==> src/rtl/mkde_pkg.sv <==
package mkde_pkg;

    localparam int MAX_KEYS = 16;
    localparam int FIFO_DEPTH = 2;

    localparam logic [15:0] ALL_RELEASED = 16'hFFFF;
    localparam logic [15:0] DEBOUNCE_RESET = 16'd20;

    typedef struct packed {
        logic [15:0] raw_levels;
        logic [15:0] now_ms;
    } scan_t;

    typedef struct packed {
        logic [1:0] key_row;
        logic [1:0] key_col;
        logic       pressed;
        logic       last;
    } key_event_t;

    // One scan's worth of debounced flips: which keys fire, and their new levels.
    typedef struct packed {
        logic [MAX_KEYS-1:0] fire;
        logic [MAX_KEYS-1:0] level;
    } ev_batch_t;

endpackage

==> src/rtl/mkde_fifo.sv <==
module mkde_fifo #(
    parameter int WIDTH = 32,
    parameter int DEPTH = 2
) (
    input  logic             aclk,
    input  logic             aresetn,
    input  logic             push,
    input  logic [WIDTH-1:0] push_data,
    output logic             full,
    input  logic             pop,
    output logic [WIDTH-1:0] pop_data,
    output logic             empty
);

    localparam int AW = (DEPTH > 1) ? $clog2(DEPTH) : 1;
    localparam int CW = $clog2(DEPTH + 1);

    logic [WIDTH-1:0] mem_reg [DEPTH];
    logic [AW-1:0]    wr_ptr_reg, wr_ptr_next;
    logic [AW-1:0]    rd_ptr_reg, rd_ptr_next;
    logic [CW-1:0]    count_reg, count_next;

    assign full     = (count_reg == CW'(DEPTH));
    assign empty    = (count_reg == '0);
    assign pop_data = mem_reg[rd_ptr_reg];

    always_comb begin
        wr_ptr_next = wr_ptr_reg;
        rd_ptr_next = rd_ptr_reg;
        count_next  = count_reg;
        if (push) begin
            wr_ptr_next = (wr_ptr_reg == AW'(DEPTH - 1)) ? '0 : wr_ptr_reg + 1'b1;
        end
        if (pop) begin
            rd_ptr_next = (rd_ptr_reg == AW'(DEPTH - 1)) ? '0 : rd_ptr_reg + 1'b1;
        end
        if (push && !pop) begin
            count_next = count_reg + 1'b1;
        end else if (pop && !push) begin
            count_next = count_reg - 1'b1;
        end
    end

    always_ff @(posedge aclk) begin
        if (!aresetn) begin
            wr_ptr_reg <= '0;
            rd_ptr_reg <= '0;
            count_reg  <= '0;
        end else begin
            wr_ptr_reg <= wr_ptr_next;
            rd_ptr_reg <= rd_ptr_next;
            count_reg  <= count_next;
        end
    end

    always_ff @(posedge aclk) begin
        if (push) begin
            mem_reg[wr_ptr_reg] <= push_data;
        end
    end

    a_count_bound: assert property (@(posedge aclk) disable iff (!aresetn)
        count_reg <= CW'(DEPTH))
        else $error("queue count exceeds depth");
    a_no_underflow: assert property (@(posedge aclk) disable iff (!aresetn)
        !(pop && empty))
        else $error("pop from empty queue");
    a_no_overflow: assert property (@(posedge aclk) disable iff (!aresetn)
        !(push && full))
        else $error("push into full queue");

endmodule

==> src/rtl/mkde_front.sv <==
module mkde_front #(
    parameter int ROWS = 4,
    parameter int COLS = 4
) (
    input  logic                aclk,
    input  logic                aresetn,
    input  logic                cfg_valid,
    output logic                cfg_ready,
    input  logic [15:0]         cfg_data,
    input  logic                s_valid,
    output logic                s_ready,
    input  mkde_pkg::scan_t     s_data,
    output logic                push,
    output mkde_pkg::ev_batch_t push_data,
    input  logic                full
);
    import mkde_pkg::*;

    localparam int KEYS = (ROWS * COLS > MAX_KEYS) ? MAX_KEYS : ROWS * COLS;
    localparam logic [15:0] KEY_MASK = 16'((32'd1 << KEYS) - 32'd1);

    logic [15:0] debounce_reg;
    logic [15:0] prev_raw_reg, prev_raw_next;
    logic [15:0] stable_reg, stable_next;
    logic [15:0] ct_reg [KEYS];
    logic [15:0] ct_next [KEYS];

    logic        accept;
    logic [15:0] raw;
    logic [15:0] changed;
    logic [15:0] held [KEYS];
    logic [15:0] fire;

    assign cfg_ready = 1'b1;
    assign s_ready   = !full;
    assign accept    = s_valid && s_ready;

    // Bits above the key count read as released so they never fire.
    assign raw     = (s_data.raw_levels & KEY_MASK) | ~KEY_MASK;
    assign changed = prev_raw_reg ^ raw;

    always_comb begin
        fire = '0;
        for (int i = 0; i < KEYS; i++) begin
            // A key that changed on this scan restarts its hold time at zero.
            held[i] = changed[i] ? 16'd0 : s_data.now_ms - ct_reg[i];
            fire[i] = (raw[i] != stable_reg[i]) && (held[i] >= debounce_reg);
        end
    end

    always_comb begin
        prev_raw_next = prev_raw_reg;
        stable_next   = stable_reg;
        for (int i = 0; i < KEYS; i++) begin
            ct_next[i] = ct_reg[i];
        end
        if (accept) begin
            prev_raw_next = raw;
            stable_next   = stable_reg ^ fire;
            for (int i = 0; i < KEYS; i++) begin
                if (changed[i]) begin
                    ct_next[i] = s_data.now_ms;
                end
            end
        end
    end

    assign push            = accept && (fire != '0);
    assign push_data.fire  = fire;
    assign push_data.level = raw;

    always_ff @(posedge aclk) begin
        if (!aresetn) begin
            debounce_reg <= DEBOUNCE_RESET;
            prev_raw_reg <= ALL_RELEASED;
            stable_reg   <= ALL_RELEASED;
            for (int i = 0; i < KEYS; i++) begin
                ct_reg[i] <= '0;
            end
        end else begin
            if (cfg_valid && cfg_ready) begin
                debounce_reg <= cfg_data;
            end
            prev_raw_reg <= prev_raw_next;
            stable_reg   <= stable_next;
            for (int i = 0; i < KEYS; i++) begin
                ct_reg[i] <= ct_next[i];
            end
        end
    end

    a_fire_in_range: assert property (@(posedge aclk) disable iff (!aresetn)
        (fire & ~KEY_MASK) == '0)
        else $error("event flagged for a position beyond the key count");
    a_unused_stable: assert property (@(posedge aclk) disable iff (!aresetn)
        (stable_reg | KEY_MASK) == ALL_RELEASED)
        else $error("unused stable bit left released state");
    a_fire_flips: assert property (@(posedge aclk) disable iff (!aresetn)
        push |=> ((stable_reg ^ $past(stable_reg)) == $past(fire)))
        else $error("stable vector did not flip exactly the fired keys");

endmodule

==> src/rtl/mkde_back.sv <==
module mkde_back #(
    parameter int COLS = 4
) (
    input  logic                   aclk,
    input  logic                   aresetn,
    input  mkde_pkg::ev_batch_t    pop_data,
    input  logic                   empty,
    output logic                   pop,
    output logic                   m_valid,
    input  logic                   m_ready,
    output mkde_pkg::key_event_t   m_data
);
    import mkde_pkg::*;

    localparam int PW = $clog2(MAX_KEYS);

    logic [MAX_KEYS-1:0] mask_reg, mask_next;
    logic [MAX_KEYS-1:0] level_reg, level_next;
    logic                m_valid_reg, m_valid_next;
    key_event_t          m_data_reg, m_data_next;

    logic [1:0]          row_tab [MAX_KEYS];
    logic [1:0]          col_tab [MAX_KEYS];
    logic [MAX_KEYS-1:0] low;
    logic [MAX_KEYS-1:0] rest;
    logic [MAX_KEYS-1:0] mask_after;
    logic [PW-1:0]       pos;
    logic                adv;
    logic                emit;

    for (genvar g = 0; g < MAX_KEYS; g++) begin : g_tab
        assign row_tab[g] = 2'(g / COLS);
        assign col_tab[g] = 2'(g % COLS);
    end

    assign low  = mask_reg & (~mask_reg + 1'b1);
    assign rest = mask_reg & ~low;

    always_comb begin
        pos = '0;
        for (int i = MAX_KEYS - 1; i >= 0; i--) begin
            if (mask_reg[i]) begin
                pos = PW'(i);
            end
        end
    end

    // The output register advances when it is empty or its transfer completes.
    assign adv        = !m_valid_reg || m_ready;
    assign emit       = adv && (mask_reg != '0);
    assign mask_after = emit ? rest : mask_reg;
    assign pop        = (mask_after == '0) && !empty;

    always_comb begin
        mask_next    = pop ? pop_data.fire : mask_after;
        level_next   = pop ? pop_data.level : level_reg;
        m_valid_next = adv ? (mask_reg != '0) : m_valid_reg;
        m_data_next  = m_data_reg;
        if (emit) begin
            m_data_next.key_row = row_tab[pos];
            m_data_next.key_col = col_tab[pos];
            m_data_next.pressed = !level_reg[pos];
            m_data_next.last    = (rest == '0);
        end
    end

    always_ff @(posedge aclk) begin
        if (!aresetn) begin
            mask_reg    <= '0;
            m_valid_reg <= 1'b0;
        end else begin
            mask_reg    <= mask_next;
            m_valid_reg <= m_valid_next;
        end
    end

    always_ff @(posedge aclk) begin
        level_reg  <= level_next;
        m_data_reg <= m_data_next;
    end

    assign m_valid = m_valid_reg;
    assign m_data  = m_data_reg;

    a_more_pending: assert property (@(posedge aclk) disable iff (!aresetn)
        (m_valid_reg && !m_data_reg.last) |-> (mask_reg != '0))
        else $error("non-final event shown with no events left in the scan");
    a_pop_when_done: assert property (@(posedge aclk) disable iff (!aresetn)
        pop |-> (mask_after == '0))
        else $error("new scan loaded while events of the previous one remain");
    a_idle_quiet: assert property (@(posedge aclk) disable iff (!aresetn)
        (!m_valid_reg && (mask_reg == '0) && empty) |=> !m_valid_reg)
        else $error("event shown with nothing pending");

endmodule

==> src/rtl/matrix_key_debounce_events.sv <==
// Debounces scans of a ROWS x COLS key matrix (up to 16 keys, key index row*COLS+col,
// raw level 1 = released) and reports each debounced press or release as one event
// carrying row, column, direction and a flag on the final event of its scan. A key
// flips once its raw level differs from the debounced level and has held for at least
// debounce_ms milliseconds (modulo-65536 time; 0 accepts a new level at once); the
// register resets to 20 and may be written through the cfg channel while the block is
// idle. A scan is accepted whenever the two-entry event queue has room, and a scan
// that causes no event produces no output. Events leave the output register one per
// cycle while m_ready is high, in ascending key index, and the emitter picks up the
// next queued scan in the cycle that it issues the final event of the current one.
// When the emitter is free, the first event of a scan passes from the event queue
// through the emitter's mask register into the output register.
module matrix_key_debounce_events #(
    parameter int ROWS = 4,
    parameter int COLS = 4
) (
    input  logic                 aclk,
    input  logic                 aresetn,
    input  logic                 cfg_valid,
    output logic                 cfg_ready,
    input  logic [15:0]          cfg_data,
    input  logic                 s_valid,
    output logic                 s_ready,
    input  mkde_pkg::scan_t      s_data,
    output logic                 m_valid,
    input  logic                 m_ready,
    output mkde_pkg::key_event_t m_data
);
    import mkde_pkg::*;

    logic      push;
    logic      pop;
    logic      full;
    logic      empty;
    ev_batch_t push_data;
    ev_batch_t pop_data;

    mkde_front #(
        .ROWS (ROWS),
        .COLS (COLS)
    ) u_front (
        .aclk      (aclk),
        .aresetn   (aresetn),
        .cfg_valid (cfg_valid),
        .cfg_ready (cfg_ready),
        .cfg_data  (cfg_data),
        .s_valid   (s_valid),
        .s_ready   (s_ready),
        .s_data    (s_data),
        .push      (push),
        .push_data (push_data),
        .full      (full)
    );

    mkde_fifo #(
        .WIDTH ($bits(ev_batch_t)),
        .DEPTH (FIFO_DEPTH)
    ) u_fifo (
        .aclk      (aclk),
        .aresetn   (aresetn),
        .push      (push),
        .push_data (push_data),
        .full      (full),
        .pop       (pop),
        .pop_data  (pop_data),
        .empty     (empty)
    );

    mkde_back #(
        .COLS (COLS)
    ) u_back (
        .aclk     (aclk),
        .aresetn  (aresetn),
        .pop_data (pop_data),
        .empty    (empty),
        .pop      (pop),
        .m_valid  (m_valid),
        .m_ready  (m_ready),
        .m_data   (m_data)
    );

endmodule
==> config.mk <==
export PLATFORM = sky130hd
export DESIGN_NAME = matrix_key_debounce_events
export DESIGN_NICKNAME = d
export VERILOG_FILES = /design/src/rtl/mkde_pkg.sv /design/src/rtl/mkde_fifo.sv /design/src/rtl/mkde_front.sv /design/src/rtl/mkde_back.sv /design/src/rtl/matrix_key_debounce_events.sv
export SDC_FILE = /design/constraint.sdc
export NUM_CORES = 2
export LEC_CHECK = 0
export BUFFER_PORTS_ARGS = -buffer_cell sky130_fd_sc_hd__buf_2
export CORE_ASPECT_RATIO = 1.5
export CORE_MARGIN = 2
export CORE_UTILIZATION = 41
export DETAILED_ROUTE_END_ITERATION = 10
export SLEW_MARGIN = 15
export SYNTH_ARGS = -nofsm -noshare
export SYNTH_HDL_FRONTEND = slang
export SYNTH_SLANG_ARGS = --single-unit
==> constraint.sdc <==
create_clock -name aclk -period 9.4 [get_ports aclk]
set_clock_uncertainty 0.05 [all_clocks]
set_input_delay 0.94 -clock aclk [delete_from_list [all_inputs] [get_ports aclk]]
set_output_delay 0.94 -clock aclk [all_outputs]
set_load 0.01 [all_outputs]
==> results.md <==
* Count leader, synth: nand2_1
* DR pass1 iterations at 5
* First-pass GRT wire length at 152 mm
* Max FO, Critical Path at 17
* Final period util at 0.716
* Clock Power Share at 0.239
* Ys flop type: dfxtp_1
* Reg clk slew, reported paths at 0.07 ns
* Distinct cells, synth at 79
* N_diodes at 0
* Synth Cell Area at 32900 sq um
* Post-synthesis sequential area ratio at 0.277
* Core area at 79800 sq um
* Setup TNS at 0 ns
* Remaining global-route overflow at 0
* Post-route minimum period at 6.73 ns
* # DRC at 0
* WP data required at 9.90 ns
* GRT Util Overall at 0.235
* Filler cells at 7993
* Number of synthesized flops with an enable pin at 86
* Synthesis-to-finish area growth at 9.47%
* Max Cap Violations at 0
* Non-Filler Instances at 5292
* Starting Density at 0.412
* Ranking of synthesized cells by area: dfxtp_1 (20%), ha_1 (19%), nand2_1 (8.1%)
* Startpoint Class: input pin
* Clock sink total at 412
* Leading area contributor after synthesis: dfxtp_1
* GPL Wtd Cong at 0.850
* Register-to-Register Path Depth at 22
* Seq pwr share at 0.295
* Placed insts at 5208
* Hold crit path type: reg2reg
* Slew @ Worst Pin at 1.04 ns
* Synth top area share at 0.198
* Port Buf Inserts at 60
* Worst r2r dst: u_fifo.count_reg[1]
* Hold wc startpoint: u_front.ct_reg[0][7]
* Multi-input logic area at 22000 sq um
* Highest Clock Rate at 149 MHz
* Pwr Density at 229 nW/um^2
* TritonCTS clock tree: done
* Final nets at 4789
* Slack of the worst reg-to-reg path at 3.48 ns
* H-Tree Depth at 2
* Slew margin rel. at 0.303
* Reg2Reg Launch Point: u_front.ct_reg[1][81]
* Final Hold Fails at 0
* Synth warn at 0
* Internal cell power at 4920 uW
* Status: finished, final reports clean
* Synth cell count leaders: nand2_1 (708), ha_1 (497), a21oi_1 (410), nor2_1 (350), dfxtp_1 (326)
* Inserted Clock Buffers at 45
* Initial antenna violation count at 4
* # IOs at 62
* Yosys reg bits at 412
* Hold Buf Count CTS at 0
* Largest net degree at the start of global routing at 147
* Sw Share at 0.403
* Tot Pwr at 8240 uW
* Vias per inst at 5.47
* DR WL/cell at 18.5 um
* CTS Buffer Depth at 3
* Worst EP arrival at 7.23 ns
* Worst setup path class: in2reg
* Height of the die at 351 um
* Die ar. at 82500 sq um
* Sequential Area at 9110 sq um
* Synth Area per Inst at 7.80 sq um
* Synth Net Count at 4781
* CP startpoint: s_data[0]
* # setup viols final at 0
* Share of layout cells above drive strength 1 at 0.0664
* Leak Pwr at 0.0147 uW
* Resized Gates After CTS at 0
* WL final at 97.8 mm
* Via count at 28900
* # rows at 127
* Antenna-violating nets left at 0
* Detail Placement HPWL at 65.9 mm
* Peak supply drop at 0.193 mV
* Largest register FFs at 256
* WHS Endpoint: u_front.ct_reg[0][7]
* Unrepaired setup endpoints after global routing: no
* Vias in the first global route at 27900
* Critical path capture point type: flip-flop
* CTS root buf: clkbuf_16
* Comb pwr share at 0.466
* Mapped Cells at 4215
* Die width at 235 um
* NetSw at 3320 uW
* Hold Path Cell Cnt at 2
* Core Util, Final at 0.451
* Fraction of registers with async set/reset at 0
* DRT iter0 DRCs at 1535
* Slew Limit Fails at 0
* Worst skew pair latency at 0.62 ns
* Setup repair bufs after CTS at 0
## cell families (layout without fill, tap and decap cells)
logic type                 count (synthesis)  count (layout)  share of synthesized area
xor gates and xnor gates                 213             213                     0.0567
AOI/OAI and AO/OA                        960             960                      0.178
DFF                                      412             412                      0.277
and+or+nand+nor                         1570            1570                      0.212
adders and majority gates                515             515                      0.200
muxes                                     71              71                     0.0225
buffers and inverters                    473             518                     0.0545
other                                      1               1                   0.000114
## worst max path at each step
stage                             to  slack (ns)  cells after the start
3_3_place_gp   u_fifo.mem_reg[0][11]        2.19                     23
6_report         u_fifo.count_reg[1]        2.67                     25
2_1_floorplan   u_fifo.mem_reg[0][0]        2.26                     22
3_5_place_dp     u_fifo.count_reg[1]        2.06                     23
5_1_grt         u_fifo.mem_reg[0][0]        2.18                     23
4_1_cts          u_fifo.count_reg[1]        2.67                     23
## power groups by stage
stage	clock network (uW)	logic, uW	registers, uW
after CTS	2020	3860	2430
after global placement	0	3790	2460
after floorplan	0	2970	2380
final	1970	3840	2430
after global routing	2080	4350	2470
after detailed placement	0	3840	2470
## cell type report
cell class	count	share of cell area
repair buffers	126	0.0228
well taps	1032	0.0359
clock inverters	29	0.0111
clock buffers	55	0.0337
inverters	308	0.0323
flip-flops and latches	412	0.253
multi-input cells	3330	0.611
## per-layer routing
layer  track usage  share of wire  routed length, um
met1         0.273           0.42              41300
met2         0.425           0.48              47100
met3        0.0334          0.043               4160
met4         0.113          0.053               5200
met5             0        0.00027                 26
## critical path: stages
cell       delay [ns]
buf_2            0.45
inv_1            0.20
buf_4            0.28
ha_1             0.27
fa_1             0.38
nor2b_1          0.16
o21ai_0          0.11
a21boi_0         0.34
o41ai_1          0.11
o21ai_0          0.27
nor2_1           0.09
xor2_1           0.13
nor2_1           0.06
ha_1             0.19
a211oi_1         0.24
o21bai_1         0.10
a21o_1           0.18
a2111oi_0        0.57
a31oi_1          0.29
a2111o_1         0.50
nor4_2           0.36
a21oi_1          0.16
ha_1             0.33
or3_1            0.35
a21oi_1          0.13
## cell usage in the layout, fill, tap and decap left out, types with 64 or more instances in the layout
master      n
edfxtp_1   86
a21oi_1   410
nand3_1    88
inv_1     306
buf_4      64
o21ai_0   186
dfxtp_1   325
xor2_1    116
nor2_1    350
nand2_1   708
xnor2_1    96
nor3_1    144
ha_1      497
## through the flow
stage          setup WS (ns)  cell area, sq um  hold slack, ns
2_1_floorplan           2.26             32900           0.386
3_3_place_gp            2.19             34400           0.391
3_5_place_dp            2.06             34400           0.396
4_1_cts                 2.67             36000           0.404
5_1_grt                 2.18             36000           0.419
6_report                2.67             36000           0.403
(Power assumes the default switching activity.)
